### src/sv/pwbt_pkg.sv
package pwbt_pkg;

  localparam int DATA_W    = 8;
  localparam int TICK_W    = 16;
  localparam int CFG_IDX_W = 3;

  localparam int DEF_QUEUE_DEPTH = 8;

  // register indexes
  localparam logic [CFG_IDX_W-1:0] REG_START_PULSE = 3'd0;
  localparam logic [CFG_IDX_W-1:0] REG_ONE_PULSE   = 3'd1;
  localparam logic [CFG_IDX_W-1:0] REG_ZERO_PULSE  = 3'd2;
  localparam logic [CFG_IDX_W-1:0] REG_BIT_PERIOD  = 3'd3;
  localparam logic [CFG_IDX_W-1:0] REG_BYTE_GAP    = 3'd4;

  localparam logic [TICK_W-1:0] RST_START_PULSE = 16'd3000;
  localparam logic [TICK_W-1:0] RST_ONE_PULSE   = 16'd2000;
  localparam logic [TICK_W-1:0] RST_ZERO_PULSE  = 16'd1000;
  localparam logic [TICK_W-1:0] RST_BIT_PERIOD  = 16'd5000;
  localparam logic [TICK_W-1:0] RST_BYTE_GAP    = 16'd11000;

  // symbols per byte: start plus eight data bits, index of the last one
  localparam logic [3:0] SYM_LAST = 4'd8;

  typedef enum logic {
    ITEM_PUSH = 1'b0,
    ITEM_TICK = 1'b1
  } item_kind_t;

  typedef struct packed {
    item_kind_t        kind;
    logic [DATA_W-1:0] data;
    logic              mend;
  } item_t;

  typedef struct packed {
    logic              push;
    logic              pop;
    logic [DATA_W-1:0] wdata;
  } bq_cmd_t;

  typedef struct packed {
    logic              empty;
    logic              full;
    logic              last_free;
    logic [DATA_W-1:0] head;
  } bq_stat_t;

  typedef struct packed {
    logic [TICK_W-1:0] start_pulse;
    logic [TICK_W-1:0] one_pulse;
    logic [TICK_W-1:0] zero_pulse;
    logic [TICK_W-1:0] bit_period;
    logic [TICK_W-1:0] byte_gap;
  } cfg_t;

endpackage

### src/sv/pwbt_front.sv
module pwbt_front import pwbt_pkg::*; (
  input  logic              clk,
  input  logic              rst,
  input  logic              in_valid,
  output logic              in_ready,
  input  logic              func,
  input  logic [DATA_W-1:0] data_byte,
  input  logic              message_end,
  output logic              item_valid,
  output item_t             item,
  input  logic              item_take
);

  item_t      ent [2];
  logic       wp;
  logic       rp;
  logic [1:0] cnt;
  logic       put;
  item_t      beat;

  assign in_ready   = (cnt != 2'd2);
  assign item_valid = (cnt != 2'd0);
  assign item       = ent[rp];
  assign put        = in_valid && in_ready;

  always_comb begin
    beat.kind = func ? ITEM_TICK : ITEM_PUSH;
    beat.data = data_byte;
    beat.mend = message_end;
  end

  always_ff @(posedge clk) begin
    if (put) begin
      ent[wp] <= beat;
    end
  end

  always_ff @(posedge clk) begin
    if (rst) begin
      wp  <= 1'b0;
      rp  <= 1'b0;
      cnt <= 2'd0;
    end else begin
      if (put) begin
        wp <= ~wp;
      end
      if (item_take) begin
        rp <= ~rp;
      end
      cnt <= cnt + {1'b0, put} - {1'b0, item_take};
    end
  end

endmodule

### src/sv/pwbt_byteq.sv
module pwbt_byteq import pwbt_pkg::*; #(
  parameter int DEPTH = DEF_QUEUE_DEPTH
) (
  input  logic     clk,
  input  logic     rst,
  input  bq_cmd_t  cmd,
  output bq_stat_t stat
);

  localparam int PTR_W = (DEPTH > 1) ? $clog2(DEPTH) : 1;
  localparam int CNT_W = $clog2(DEPTH + 1);
  localparam logic [PTR_W-1:0] PTR_LAST  = PTR_W'(DEPTH - 1);
  localparam logic [CNT_W-1:0] CNT_FULL  = CNT_W'(DEPTH);
  localparam logic [CNT_W-1:0] CNT_LAST  = CNT_W'(DEPTH - 1);

  logic [DATA_W-1:0] mem [DEPTH];
  logic [PTR_W-1:0]  wp;
  logic [PTR_W-1:0]  rp;
  logic [PTR_W-1:0]  rp_next;
  logic [CNT_W-1:0]  count;
  logic [DATA_W-1:0] head;

  always_comb begin
    rp_next = rp;
    if (cmd.pop) begin
      rp_next = (rp == PTR_LAST) ? '0 : rp + 1'b1;
    end
  end

  always_ff @(posedge clk) begin
    if (cmd.push) begin
      mem[wp] <= cmd.wdata;
    end
    // registered head read, with the beat being written passed through
    if (cmd.push && (wp == rp_next)) begin
      head <= cmd.wdata;
    end else begin
      head <= mem[rp_next];
    end
  end

  always_ff @(posedge clk) begin
    if (rst) begin
      wp    <= '0;
      rp    <= '0;
      count <= '0;
    end else begin
      rp <= rp_next;
      if (cmd.push) begin
        wp    <= (wp == PTR_LAST) ? '0 : wp + 1'b1;
        count <= count + 1'b1;
      end else if (cmd.pop) begin
        count <= count - 1'b1;
      end
    end
  end

  assign stat.empty     = (count == '0);
  assign stat.full      = (count == CNT_FULL);
  assign stat.last_free = (count == CNT_LAST);
  assign stat.head      = head;

endmodule

### src/sv/pwbt_back.sv
module pwbt_back import pwbt_pkg::*; (
  input  logic                 clk,
  input  logic                 rst,
  input  logic                 cfg_write,
  input  logic [CFG_IDX_W-1:0] cfg_index,
  input  logic [TICK_W-1:0]    cfg_data,
  input  logic                 item_valid,
  input  item_t                item,
  output logic                 item_take,
  output bq_cmd_t              bq_cmd,
  input  bq_stat_t             bq_stat,
  output logic                 out_valid,
  input  logic                 out_ready,
  output logic                 line_level,
  output logic                 busy_res,
  output logic                 push_accepted,
  output logic                 message_done
);

  typedef enum logic [1:0] {
    M_TAKE,
    M_PRE,
    M_RUN,
    M_POST
  } mode_t;

  typedef struct packed {
    logic [DATA_W-1:0] shift;
    logic [3:0]        sym;
    logic              high;
    logic [TICK_W-1:0] cnt;
    logic              sending;
  } enc_t;

  typedef struct packed {
    enc_t s;
    logic ended;
    logic pop;
  } step_t;

  function automatic logic [TICK_W-1:0] high_time(enc_t s, cfg_t c);
    logic [2:0] sel;
    sel = 3'(s.sym - 4'd1);
    if (s.sym == 4'd0) begin
      return c.start_pulse;
    end
    return s.shift[sel] ? c.one_pulse : c.zero_pulse;
  endfunction

  function automatic step_t next_phase(enc_t s, cfg_t c, logic qempty,
                                       logic [DATA_W-1:0] head);
    step_t             r;
    logic [TICK_W-1:0] ht;
    r.s     = s;
    r.ended = 1'b0;
    r.pop   = 1'b0;
    ht      = high_time(s, c);
    if (s.high) begin
      r.s.high = 1'b0;
      if (s.sym >= SYM_LAST) begin
        r.s.cnt = c.byte_gap;
      end else begin
        r.s.cnt = (c.bit_period > ht) ? c.bit_period - ht : '0;
      end
    end else if (s.sym >= SYM_LAST) begin
      r.s.sym = 4'd0;
      if (qempty) begin
        r.s.sending = 1'b0;
        r.s.cnt     = '0;
        r.ended     = 1'b1;
      end else begin
        r.s.shift = head;
        r.pop     = 1'b1;
        r.s.high  = 1'b1;
        r.s.cnt   = c.start_pulse;
      end
    end else begin
      r.s.sym  = s.sym + 4'd1;
      r.s.high = 1'b1;
      r.s.cnt  = high_time(r.s, c);
    end
    return r;
  endfunction

  // one tick of the running phase
  function automatic step_t run_step(enc_t s, cfg_t c, logic qempty,
                                     logic [DATA_W-1:0] head);
    step_t r;
    r.s     = s;
    r.ended = 1'b0;
    r.pop   = 1'b0;
    if (s.cnt == 16'd1) begin
      r = next_phase(s, c, qempty, head);
    end else begin
      r.s.cnt = s.cnt - 16'd1;
    end
    return r;
  endfunction

  cfg_t  cfg;
  mode_t mode;
  mode_t mode_next;
  enc_t  st;
  enc_t  st_next;
  enc_t  s0;
  step_t r;
  logic  msg_ready;
  logic  msg_ready_next;
  logic  res_line;
  logic  res_line_next;
  logic  slot_free;
  logic  go_run;
  logic  emit;
  logic  e_line;
  logic  e_acc;
  logic  e_done;

  assign slot_free = !out_valid || out_ready;

  always_ff @(posedge clk) begin
    if (rst) begin
      cfg.start_pulse <= RST_START_PULSE;
      cfg.one_pulse   <= RST_ONE_PULSE;
      cfg.zero_pulse  <= RST_ZERO_PULSE;
      cfg.bit_period  <= RST_BIT_PERIOD;
      cfg.byte_gap    <= RST_BYTE_GAP;
    end else if (cfg_write) begin
      case (cfg_index)
        REG_START_PULSE: cfg.start_pulse <= cfg_data;
        REG_ONE_PULSE:   cfg.one_pulse   <= cfg_data;
        REG_ZERO_PULSE:  cfg.zero_pulse  <= cfg_data;
        REG_BIT_PERIOD:  cfg.bit_period  <= cfg_data;
        REG_BYTE_GAP:    cfg.byte_gap    <= cfg_data;
        default: ;
      endcase
    end
  end

  always_comb begin
    mode_next      = mode;
    st_next        = st;
    msg_ready_next = msg_ready;
    res_line_next  = res_line;
    item_take      = 1'b0;
    bq_cmd.push    = 1'b0;
    bq_cmd.pop     = 1'b0;
    bq_cmd.wdata   = item.data;
    emit           = 1'b0;
    e_line         = 1'b0;
    e_acc          = 1'b0;
    e_done         = 1'b0;
    s0             = st;
    go_run         = 1'b0;
    r.s            = st;
    r.ended        = 1'b0;
    r.pop          = 1'b0;
    if (slot_free) begin
      case (mode)
        M_TAKE: begin
          if (item_valid) begin
            item_take = 1'b1;
            if (item.kind == ITEM_PUSH) begin
              emit   = 1'b1;
              e_line = st.sending && st.high;
              if (!msg_ready && !st.sending && !bq_stat.full) begin
                e_acc       = 1'b1;
                bq_cmd.push = 1'b1;
                if (item.mend || bq_stat.last_free) begin
                  msg_ready_next = 1'b1;
                end
              end
            end else begin
              go_run = st.sending;
              if (!st.sending && msg_ready) begin
                msg_ready_next = 1'b0;
                if (!bq_stat.empty) begin
                  s0.shift   = bq_stat.head;
                  s0.sym     = 4'd0;
                  s0.high    = 1'b1;
                  s0.cnt     = cfg.start_pulse;
                  s0.sending = 1'b1;
                  bq_cmd.pop = 1'b1;
                  if (cfg.start_pulse == '0) begin
                    mode_next = M_PRE;
                  end else begin
                    go_run = 1'b1;
                  end
                end
              end
              st_next = s0;
              if (go_run) begin
                r       = run_step(s0, cfg, bq_stat.empty, bq_stat.head);
                st_next = r.s;
                if (r.pop) begin
                  bq_cmd.pop = 1'b1;
                end
                if (!r.ended && r.s.sending && (r.s.cnt == '0)) begin
                  mode_next     = M_POST;
                  res_line_next = s0.high;
                end else begin
                  emit   = 1'b1;
                  e_line = s0.high;
                  e_done = r.ended;
                end
              end else if (mode_next == M_TAKE) begin
                emit = 1'b1;
              end
            end
          end
        end
        M_PRE: begin
          r          = next_phase(st, cfg, bq_stat.empty, bq_stat.head);
          st_next    = r.s;
          bq_cmd.pop = r.pop;
          if (r.ended) begin
            emit      = 1'b1;
            e_done    = 1'b1;
            mode_next = M_TAKE;
          end else if (r.s.cnt != '0) begin
            mode_next = M_RUN;
          end
        end
        M_RUN: begin
          r          = run_step(st, cfg, bq_stat.empty, bq_stat.head);
          st_next    = r.s;
          bq_cmd.pop = r.pop;
          if (!r.ended && r.s.sending && (r.s.cnt == '0)) begin
            mode_next     = M_POST;
            res_line_next = st.high;
          end else begin
            emit      = 1'b1;
            e_line    = st.high;
            e_done    = r.ended;
            mode_next = M_TAKE;
          end
        end
        M_POST: begin
          r          = next_phase(st, cfg, bq_stat.empty, bq_stat.head);
          st_next    = r.s;
          bq_cmd.pop = r.pop;
          if (r.ended || (r.s.cnt != '0)) begin
            emit      = 1'b1;
            e_line    = res_line;
            e_done    = r.ended;
            mode_next = M_TAKE;
          end
        end
        default: mode_next = M_TAKE;
      endcase
    end
  end

  always_ff @(posedge clk) begin
    if (rst) begin
      mode      <= M_TAKE;
      st        <= '0;
      msg_ready <= 1'b0;
      res_line  <= 1'b0;
      out_valid <= 1'b0;
    end else begin
      mode      <= mode_next;
      st        <= st_next;
      msg_ready <= msg_ready_next;
      res_line  <= res_line_next;
      if (emit) begin
        out_valid     <= 1'b1;
        line_level    <= e_line;
        busy_res      <= st_next.sending;
        push_accepted <= e_acc;
        message_done  <= e_done;
      end else if (out_ready) begin
        out_valid <= 1'b0;
      end
    end
  end

  a_pop_nonempty: assert property (@(posedge clk) disable iff (rst)
    bq_cmd.pop |-> !bq_stat.empty)
    else $error("byte popped from an empty queue");

  a_push_idle: assert property (@(posedge clk) disable iff (rst)
    bq_cmd.push |-> (!msg_ready && !st.sending))
    else $error("byte stored while a message is pending");

  a_settled: assert property (@(posedge clk) disable iff (rst)
    (mode == M_TAKE && st.sending) |-> (st.cnt != '0))
    else $error("running phase with no ticks left");

  a_mode_sending: assert property (@(posedge clk) disable iff (rst)
    (mode != M_TAKE) |-> st.sending)
    else $error("phase stepping while not sending");

  a_done_idle: assert property (@(posedge clk) disable iff (rst)
    (out_valid && message_done) |-> !busy_res)
    else $error("done reported while still busy");

endmodule

### src/sv/pulse_width_byte_transmitter.sv
// pulse width byte transmitter
// input channel (in_valid/in_ready): one beat is either a byte push
// (func = 0, data_byte, message_end) or one timer tick (func = 1).
// output channel (out_valid/out_ready): exactly one result beat per input
// beat, in order: line_level, busy_res, push_accepted, message_done.
// configuration: cfg_write with cfg_index 0..4 sets start_pulse, one_pulse,
// zero_pulse, bit_period, byte_gap; other indexes are ignored. write only
// while no beat is in flight.
// throughput: one beat per cycle while out_ready is high and no zero-length
// phase is being skipped. a beat's result is registered first in the input
// queue and then in the output register. a tick that ends a phase whose
// successor has zero length delays later beats while the sequencer steps one
// phase per cycle past them; a zero start pulse at message start does too.
// a two-entry input queue decouples the ports from the sequencer, so input
// is taken while a result waits; when out_ready is low the sequencer holds
// and input stops once that queue is full.
// reset (rst, synchronous): queues empty, line idle, registers at defaults.
module pulse_width_byte_transmitter import pwbt_pkg::*; #(
  parameter int QUEUE_DEPTH = DEF_QUEUE_DEPTH
) (
  input  logic                 clk,
  input  logic                 rst,
  input  logic                 cfg_write,
  input  logic [CFG_IDX_W-1:0] cfg_index,
  input  logic [TICK_W-1:0]    cfg_data,
  input  logic                 in_valid,
  output logic                 in_ready,
  input  logic                 func,
  input  logic [DATA_W-1:0]    data_byte,
  input  logic                 message_end,
  output logic                 out_valid,
  input  logic                 out_ready,
  output logic                 line_level,
  output logic                 busy_res,
  output logic                 push_accepted,
  output logic                 message_done
);

  logic     item_valid;
  item_t    item;
  logic     item_take;
  bq_cmd_t  bq_cmd;
  bq_stat_t bq_stat;

  pwbt_front u_front (
    .clk         (clk),
    .rst         (rst),
    .in_valid    (in_valid),
    .in_ready    (in_ready),
    .func        (func),
    .data_byte   (data_byte),
    .message_end (message_end),
    .item_valid  (item_valid),
    .item        (item),
    .item_take   (item_take)
  );

  pwbt_byteq #(
    .DEPTH (QUEUE_DEPTH)
  ) u_byteq (
    .clk  (clk),
    .rst  (rst),
    .cmd  (bq_cmd),
    .stat (bq_stat)
  );

  pwbt_back u_back (
    .clk           (clk),
    .rst           (rst),
    .cfg_write     (cfg_write),
    .cfg_index     (cfg_index),
    .cfg_data      (cfg_data),
    .item_valid    (item_valid),
    .item          (item),
    .item_take     (item_take),
    .bq_cmd        (bq_cmd),
    .bq_stat       (bq_stat),
    .out_valid     (out_valid),
    .out_ready     (out_ready),
    .line_level    (line_level),
    .busy_res      (busy_res),
    .push_accepted (push_accepted),
    .message_done  (message_done)
  );

endmodule
### config.mk
export PLATFORM = sky130hd
export DESIGN_NAME = pulse_width_byte_transmitter
export DESIGN_NICKNAME = d
export VERILOG_FILES = /design/src/sv/pwbt_pkg.sv /design/src/sv/pwbt_front.sv /design/src/sv/pwbt_byteq.sv /design/src/sv/pwbt_back.sv /design/src/sv/pulse_width_byte_transmitter.sv
export SDC_FILE = /design/constraint.sdc
export NUM_CORES = 1
export LEC_CHECK = 0
export BUFFER_PORTS_ARGS = -buffer_cell sky130_fd_sc_hd__buf_4
export CAP_MARGIN = 20
export CORE_ASPECT_RATIO = 1.2
export CORE_MARGIN = 1
export CORE_UTILIZATION = 40
export DETAILED_ROUTE_END_ITERATION = 10
export GPL_TIMING_DRIVEN = 0
export PLACE_DENSITY = 0.52
export SYNTH_ARGS = -nofsm -noshare
export SYNTH_HDL_FRONTEND = slang
export SYNTH_HIERARCHICAL = 1
export SYNTH_SLANG_ARGS = --single-unit
### constraint.sdc
create_clock -name clk -period 12.2 [get_ports clk]
set_input_delay 0.61 -clock clk [delete_from_list [all_inputs] [get_ports clk]]
set_output_delay 0.61 -clock clk [all_outputs]
set_load 0.05 [all_outputs]
Word level (Yosys, flattened, before mapping). Memories as Yosys holds them, arrays and structs flattened. A register that Yosys moved wholly into a read port is not among the register bits. Index checks and enable logic that the tools add are counted.

Bitwise logic cells: 3. Multiplexer cells: 226. Equal/unequal tests: 26. Magnitude comparators: 10. Reductions and logical operators: 50. Add/sub/neg operators: 18.

Operator list (count): 16-bit 2-to-1 mux (47); 30-bit 2-to-1 mux (9); 17-bit 2-to-1 mux (8); 30-bit one-hot mux with 4 select lines (1); 1-bit 2-to-1 mux (96); 21-bit 2-to-1 mux (4); 16-bit > comparator (4); 16-bit subtractor (4); 3-bit 2-to-1 mux (20); 16-bit zero test (3); 12-bit 2-to-1 mux (4); 2-bit 2-to-1 mux (19); 16-bit by 1-bit == test with 1-bit output, second input constant (2); 8-bit 2-to-1 mux (4); 16-bit nonzero test (2); 16-bit by 1-bit subtractor with 16-bit output, second input constant (2); 13-bit 2-to-1 mux (2); 4-bit zero test (5); 3-bit by 4-bit less-than comparator with 1-bit output, second input constant (4); 7-bit AND reduction (2); 4-bit by 1-bit adder with 4-bit output, second input constant (3); 1-bit binary-select mux with 3-bit select (4); 2-bit by 1-bit != test with 1-bit output, second input constant (6); 2-bit != test, second input constant (6); 31 further kinds (72).

Output and inout bits: 6. Flip-flop bits (word level): 133. Memories: 2. Bits in writable memories: 84.

Memories: u_byteq.mem (depth 8, width 8, read ports 1, clocked after memory_dff 1, write ports 1, RTL line pwbt_byteq.sv:16) `logic [DATA_W-1:0] mem [DEPTH];`; u_front.ent (depth 2, width 10, read ports 1, clocked after memory_dff 1, write ports 1, RTL line pwbt_front.sv:14) `item_t ent [2];`.

Depth between registers and ports, before layout.
Depth in word-level cells: 41. Depth in mapped cells: 27. Depth with buffers taken out: 24.

By module. Netlist, hierarchy kept.

Modules (own cells, without submodules): pwbt_back (area each 11382.2 um^2, cells each 1645, seq. area each 2422.3 um^2, times used 1); pwbt_byteq (area each 3149.3 um^2, cells each 168, seq. area each 2182.1 um^2, times used 1); pwbt_front (area each 973.4 um^2, cells each 60, seq. area each 700.7 um^2, times used 1).

Worst setup path before layout. Ideal clock, no wire load.

Path type: reg2reg. Start: reg u_byteq.count[0]. End: reg u_back.line_level, data pin. Slack: 5.659 ns. Period minus slack after synthesis: 6.541 ns. Data arrival time: 6.280 ns. Data required time: 11.939 ns. Stages on the path, launching flop included: 26. Buffers on the path: 6. Setup time: 0.261 ns. Cell sequence: dfxtp_1 -> nor4_1 -> or3b_1 -> buf_6 -> clkbuf_1 -> clkbuf_1 -> clkbuf_1 -> nor2_1 -> a21oi_1 -> buf_2 -> mux2i_1 -> nand2_1 -> o21ai_0 -> ha_1 -> clkbuf_1 -> a21oi_1 -> o21ai_1 -> a221oi_1 -> a211oi_1 -> a2111oi_1 -> o22ai_1 -> nor4_2 -> nand4_1 -> a32oi_1 -> nor2_1 -> a311o_1.

RTL lines: start, declared (RTL line pwbt_byteq.sv:20) `logic [CNT_W-1:0] count;`; start signal, assigned (RTL line pwbt_byteq.sv:51) `count <= count + 1'b1;`; start signal, assigned (RTL line pwbt_byteq.sv:53) `count <= count - 1'b1;`; end signal, assigned (RTL line pwbt_back.sv:267) `line_level <= e_line;`; end, declared (RTL line pwbt_back.sv:14) `output logic line_level,`.

==> results.py <==
metrics = {
    "run_status": {
        "status": "finished, final reports clean",
    },
    "placed_design": {
        "io_buffers": 39,
        "detailed_place_hpwl_um": 52570,
        "gp_congestion": 1.081,
    },
    "clock_tree": {
        "clk_path_buf_depth": 3,
        "cts_sinks": 221,
        "root_buffer": "clkbuf_16",
        "cts_tree": "done",
        "post_cts_resized": 0,
        "htreeDepth": 1,
        "cts_made_buffers": 26,
        "clock_latency_ps": 570,
        "clk_pin_slew_worst_paths_ps": 60,
        "postCtsSetupBuffers": 0,
        "cts_hold_repair.buffers": 0,
    },
    "power_and_ir_drop": {
        "p_leak_nw": 6.358,
        "combPwrFrac_pct": 59.3,
        "p_int_mw": 2.136,
        "power_mw": 4.214,
        "switching_power_mw": 2.078,
        "power_density_nw_per_um2": 243.8,
        "peakVddDrop_v": 0.0001200,
        "sw_frac_of_total_pct": 49.32,
        "power_frac_clock_pct": 18.1,
        "seqPwrFrac_pct": 22.6,
    },
    "setup_path": {
        "cp-end-kind": "flip-flop",
        "cp_common_cell": "clkbuf_1",
        "required_ps": 12400,
        "slowest_stage": "o31ai_1",
        "crit_path_start_kind": "flip-flop",
        "crit_arrival_ps": 9080,
        "path_max_fanout": 10,
        "crit_type": "flip-flop to flip-flop",
        "cpPeakStageDelay_ps": 890,
    },
    "sta": {
        "hold_violations": 0,
        "relSlewSlack_pct": 20.97,
        "finalMaxSlewViolations": 0,
        "tightestPinTransition_ps": 1185,
        "finalSetupViolCount": 0,
        "rsz0062_at_grt": "false",
        "skew_ps": 24.75,
        "fmax_ghz": 0.1125,
        "fin_crit_ps": 8887,
        "post-route-period-util_pct": 72.85,
        "finalSetupTns_ps": 0,
    },
    "synth": {
        "ys.flop_type": "dfxtp_1",
        "synth-edff-count": 88,
        "netlist_top_cells_count": "nand2_1 (311), a21oi_1 (189), nor2_1 (149), dfxtp_1 (133), clkbuf_1 (101)",
        "yosysTopAreaCell": "dfxtp_1",
        "async_reset_ff_share_pct": 0,
        "syn_avg_cell_area_sq_um": 8.278,
        "yosysMostFrequentCell": "nand2_1",
        "synth_area_leaders": "dfxtp_1 (17%), edfxtp_1 (17%), nand2_1 (7.5%)",
        "yosys_warnings": 6,
        "syn_inst": 1873,
        "synthesis.nets": 1956,
        "ys_seq_elements": 221,
        "ys_seq_area_share_pct": 34.22,
        "synth_top_area_share_pct": 17.17,
        "ys_types": 99,
        "netlist_area_sq_um": 15500,
    },
    "routing": {
        "route.detailed.drc": 0,
        "routed-via-count": 15610,
        "firstDrtPassIters": 7,
        "routed_wl_um": 68040,
        "drtIter0Drc": 1646,
        "wl_per_cell_um": 27.82,
        "vias_per_cell": 6.380,
        "ant_nets": 0,
    },
    "floorplan": {
        "die_w_um": 181.7,
        "row_count": 78,
        "initial_core_util_pct": 40.84,
        "io_pins": 40,
        "die-area_sq_um": 39560,
        "core_area_sq_um": 37960,
        "die_y_um": 217.7,
    },
    "global_routing": {
        "grt_usage_pct": 34.18,
        "grt_antenna_before_repair": 2,
        "grt_first_pass_wirelength_um": 98640,
        "grt_overflow": 0,
        "grt_pass1_vias": 14660,
        "grt_max_degree": 15,
    },
    "finish": {
        "fin_util_pct": 45.53,
        "seq_area_sq_um": 5305,
        "fillCellCount": 3873,
        "area_growth_pct": 11.48,
        "final_layout_size_suffix_gt1_share_pct": 9.059,
        "multi_input_area_sq_um": 9397,
        "final_nets": 2028,
    },
    "job": {
        "drv_cap": 0,
    },
    "worst_hold_path": {
        "hold_class": "input port to flip-flop",
    },
}
-- per-stage QoR --
stage	area (sq um)	std cells	setup slack, ps	hold slack (ps)
floorplan	15500	1873	5659	433.0
global placement	16400	2392	1994	450.4
detailed placement	16430	2397	3678	456.1
CTS	17280	2445	3652	212.4
global route	17280	2445	3022	217.1
finish	17290	2446	3313	231.7
-- power groups by stage --
stage          registers, mW  clock network [mW]  logic, mW
3_3_place_gp           0.961                   0       2.40
5_1_grt                0.958               0.813       2.65
3_5_place_dp           0.963                   0       2.41
2_1_floorplan          0.951                   0       1.64
6_report               0.951               0.764       2.50
4_1_cts                0.948               0.781       2.42
-- state kept, by name, indices dropped and copies added (netlist names), named ones only --
register	cells
u_back/mode	2
u_back/busy_res	1
u_front/rp	1
u_front/wp	1
u_front/ent	20
u_back/line_level	1
u_back/out_valid	1
u_back/st	30
u_back/cfg	80
u_back/res_line	1
u_front/cnt	2
u_back/msg_ready	1
u_back/message_done	1
u_byteq/rp	3
u_byteq/mem	64
u_byteq/count	4
u_byteq/wp	3
u_back/push_accepted	1
-- final cells by class --
class	instances	share of cell area [%]
multi-input combinational	1466	54.36
tap	480	3.474
clock inverter	13	0.7745
timing repair buffer	44	1.868
antenna	1	0.01448
sequential	221	30.69
inverter	42	0.9121
buffer	144	3.764
clock buffer	35	4.140
-- critical path: cells and delay by family, from the launching register on --
kind / cells / cell delay [ps]
AO/OA/AOI/OAI: 9 / 3470
buffers and inverters: 7 / 2750
adder cells (fa/ha/maj): 1 / 340
flip-flops: 1 / 370
multiplexers: 1 / 120
AND/OR/NAND/NOR: 7 / 1430
-- kinds of logic after synthesis --
group,Yosys count,synth area share (%)
XOR/XNOR,36,2.034
buffers and inverters,186,5.213
adder cells (fa/ha/maj),49,4.099
flip-flops,221,34.22
AND/OR/NAND/NOR,736,22.47
multiplexers,126,10.42
AO/OA/AOI/OAI,519,21.55
-- worst paths after layout --
kind                    startpoint                   end  slack, ps  depth (start not counted)
setup / recovery  u_byteq/count[0]  u_back/push_accepted       3310                         25
hold / removal                func     u_front/ent[0][9]        230                          1
setup reg to reg  u_byteq/count[0]  u_back/push_accepted       3310                         25
hold reg to reg     u_back/cfg[16]        u_back/cfg[16]        470                          2
-- cell usage in the layout (no fill, tap or decap), drive strengths merged, types with 10 or more instances in the layout --
cell,instances
clkbuf,136
mux4,20
nand3,43
a211oi,28
or3,12
edfxtp,88
clkinv,10
xor2,16
mux2i,74
o211ai,26
nand3b,32
o22ai,12
a211o,14
o31ai,10
ha,46
a31oi,19
nor2,150
nor4,15
inv,42
a21boi,11
dfxtp,133
nor2b,13
o21ai,93
nor3,46
and2,10
a21oi,191
and3,18
nand2,311
nand4,34
xnor2,20
buf,87
a221oi,13
nand2b,22
mux2,32
-- layer usage --
| metal | track usage (%) | vias up | routed length [um] |
|---|---|---|---|
| met5 | 0 | - | 13 |
| met4 | 21.69 | 2 | 4919 |
| met3 | 6.162 | 241 | 5423 |
| met2 | 56.03 | 800 | 31060 |
| met1 | 41.43 | 7495 | 26620 |
| li1 | - | 7067 | - |
No activity file was read; power rests on OpenSTA's default activity.
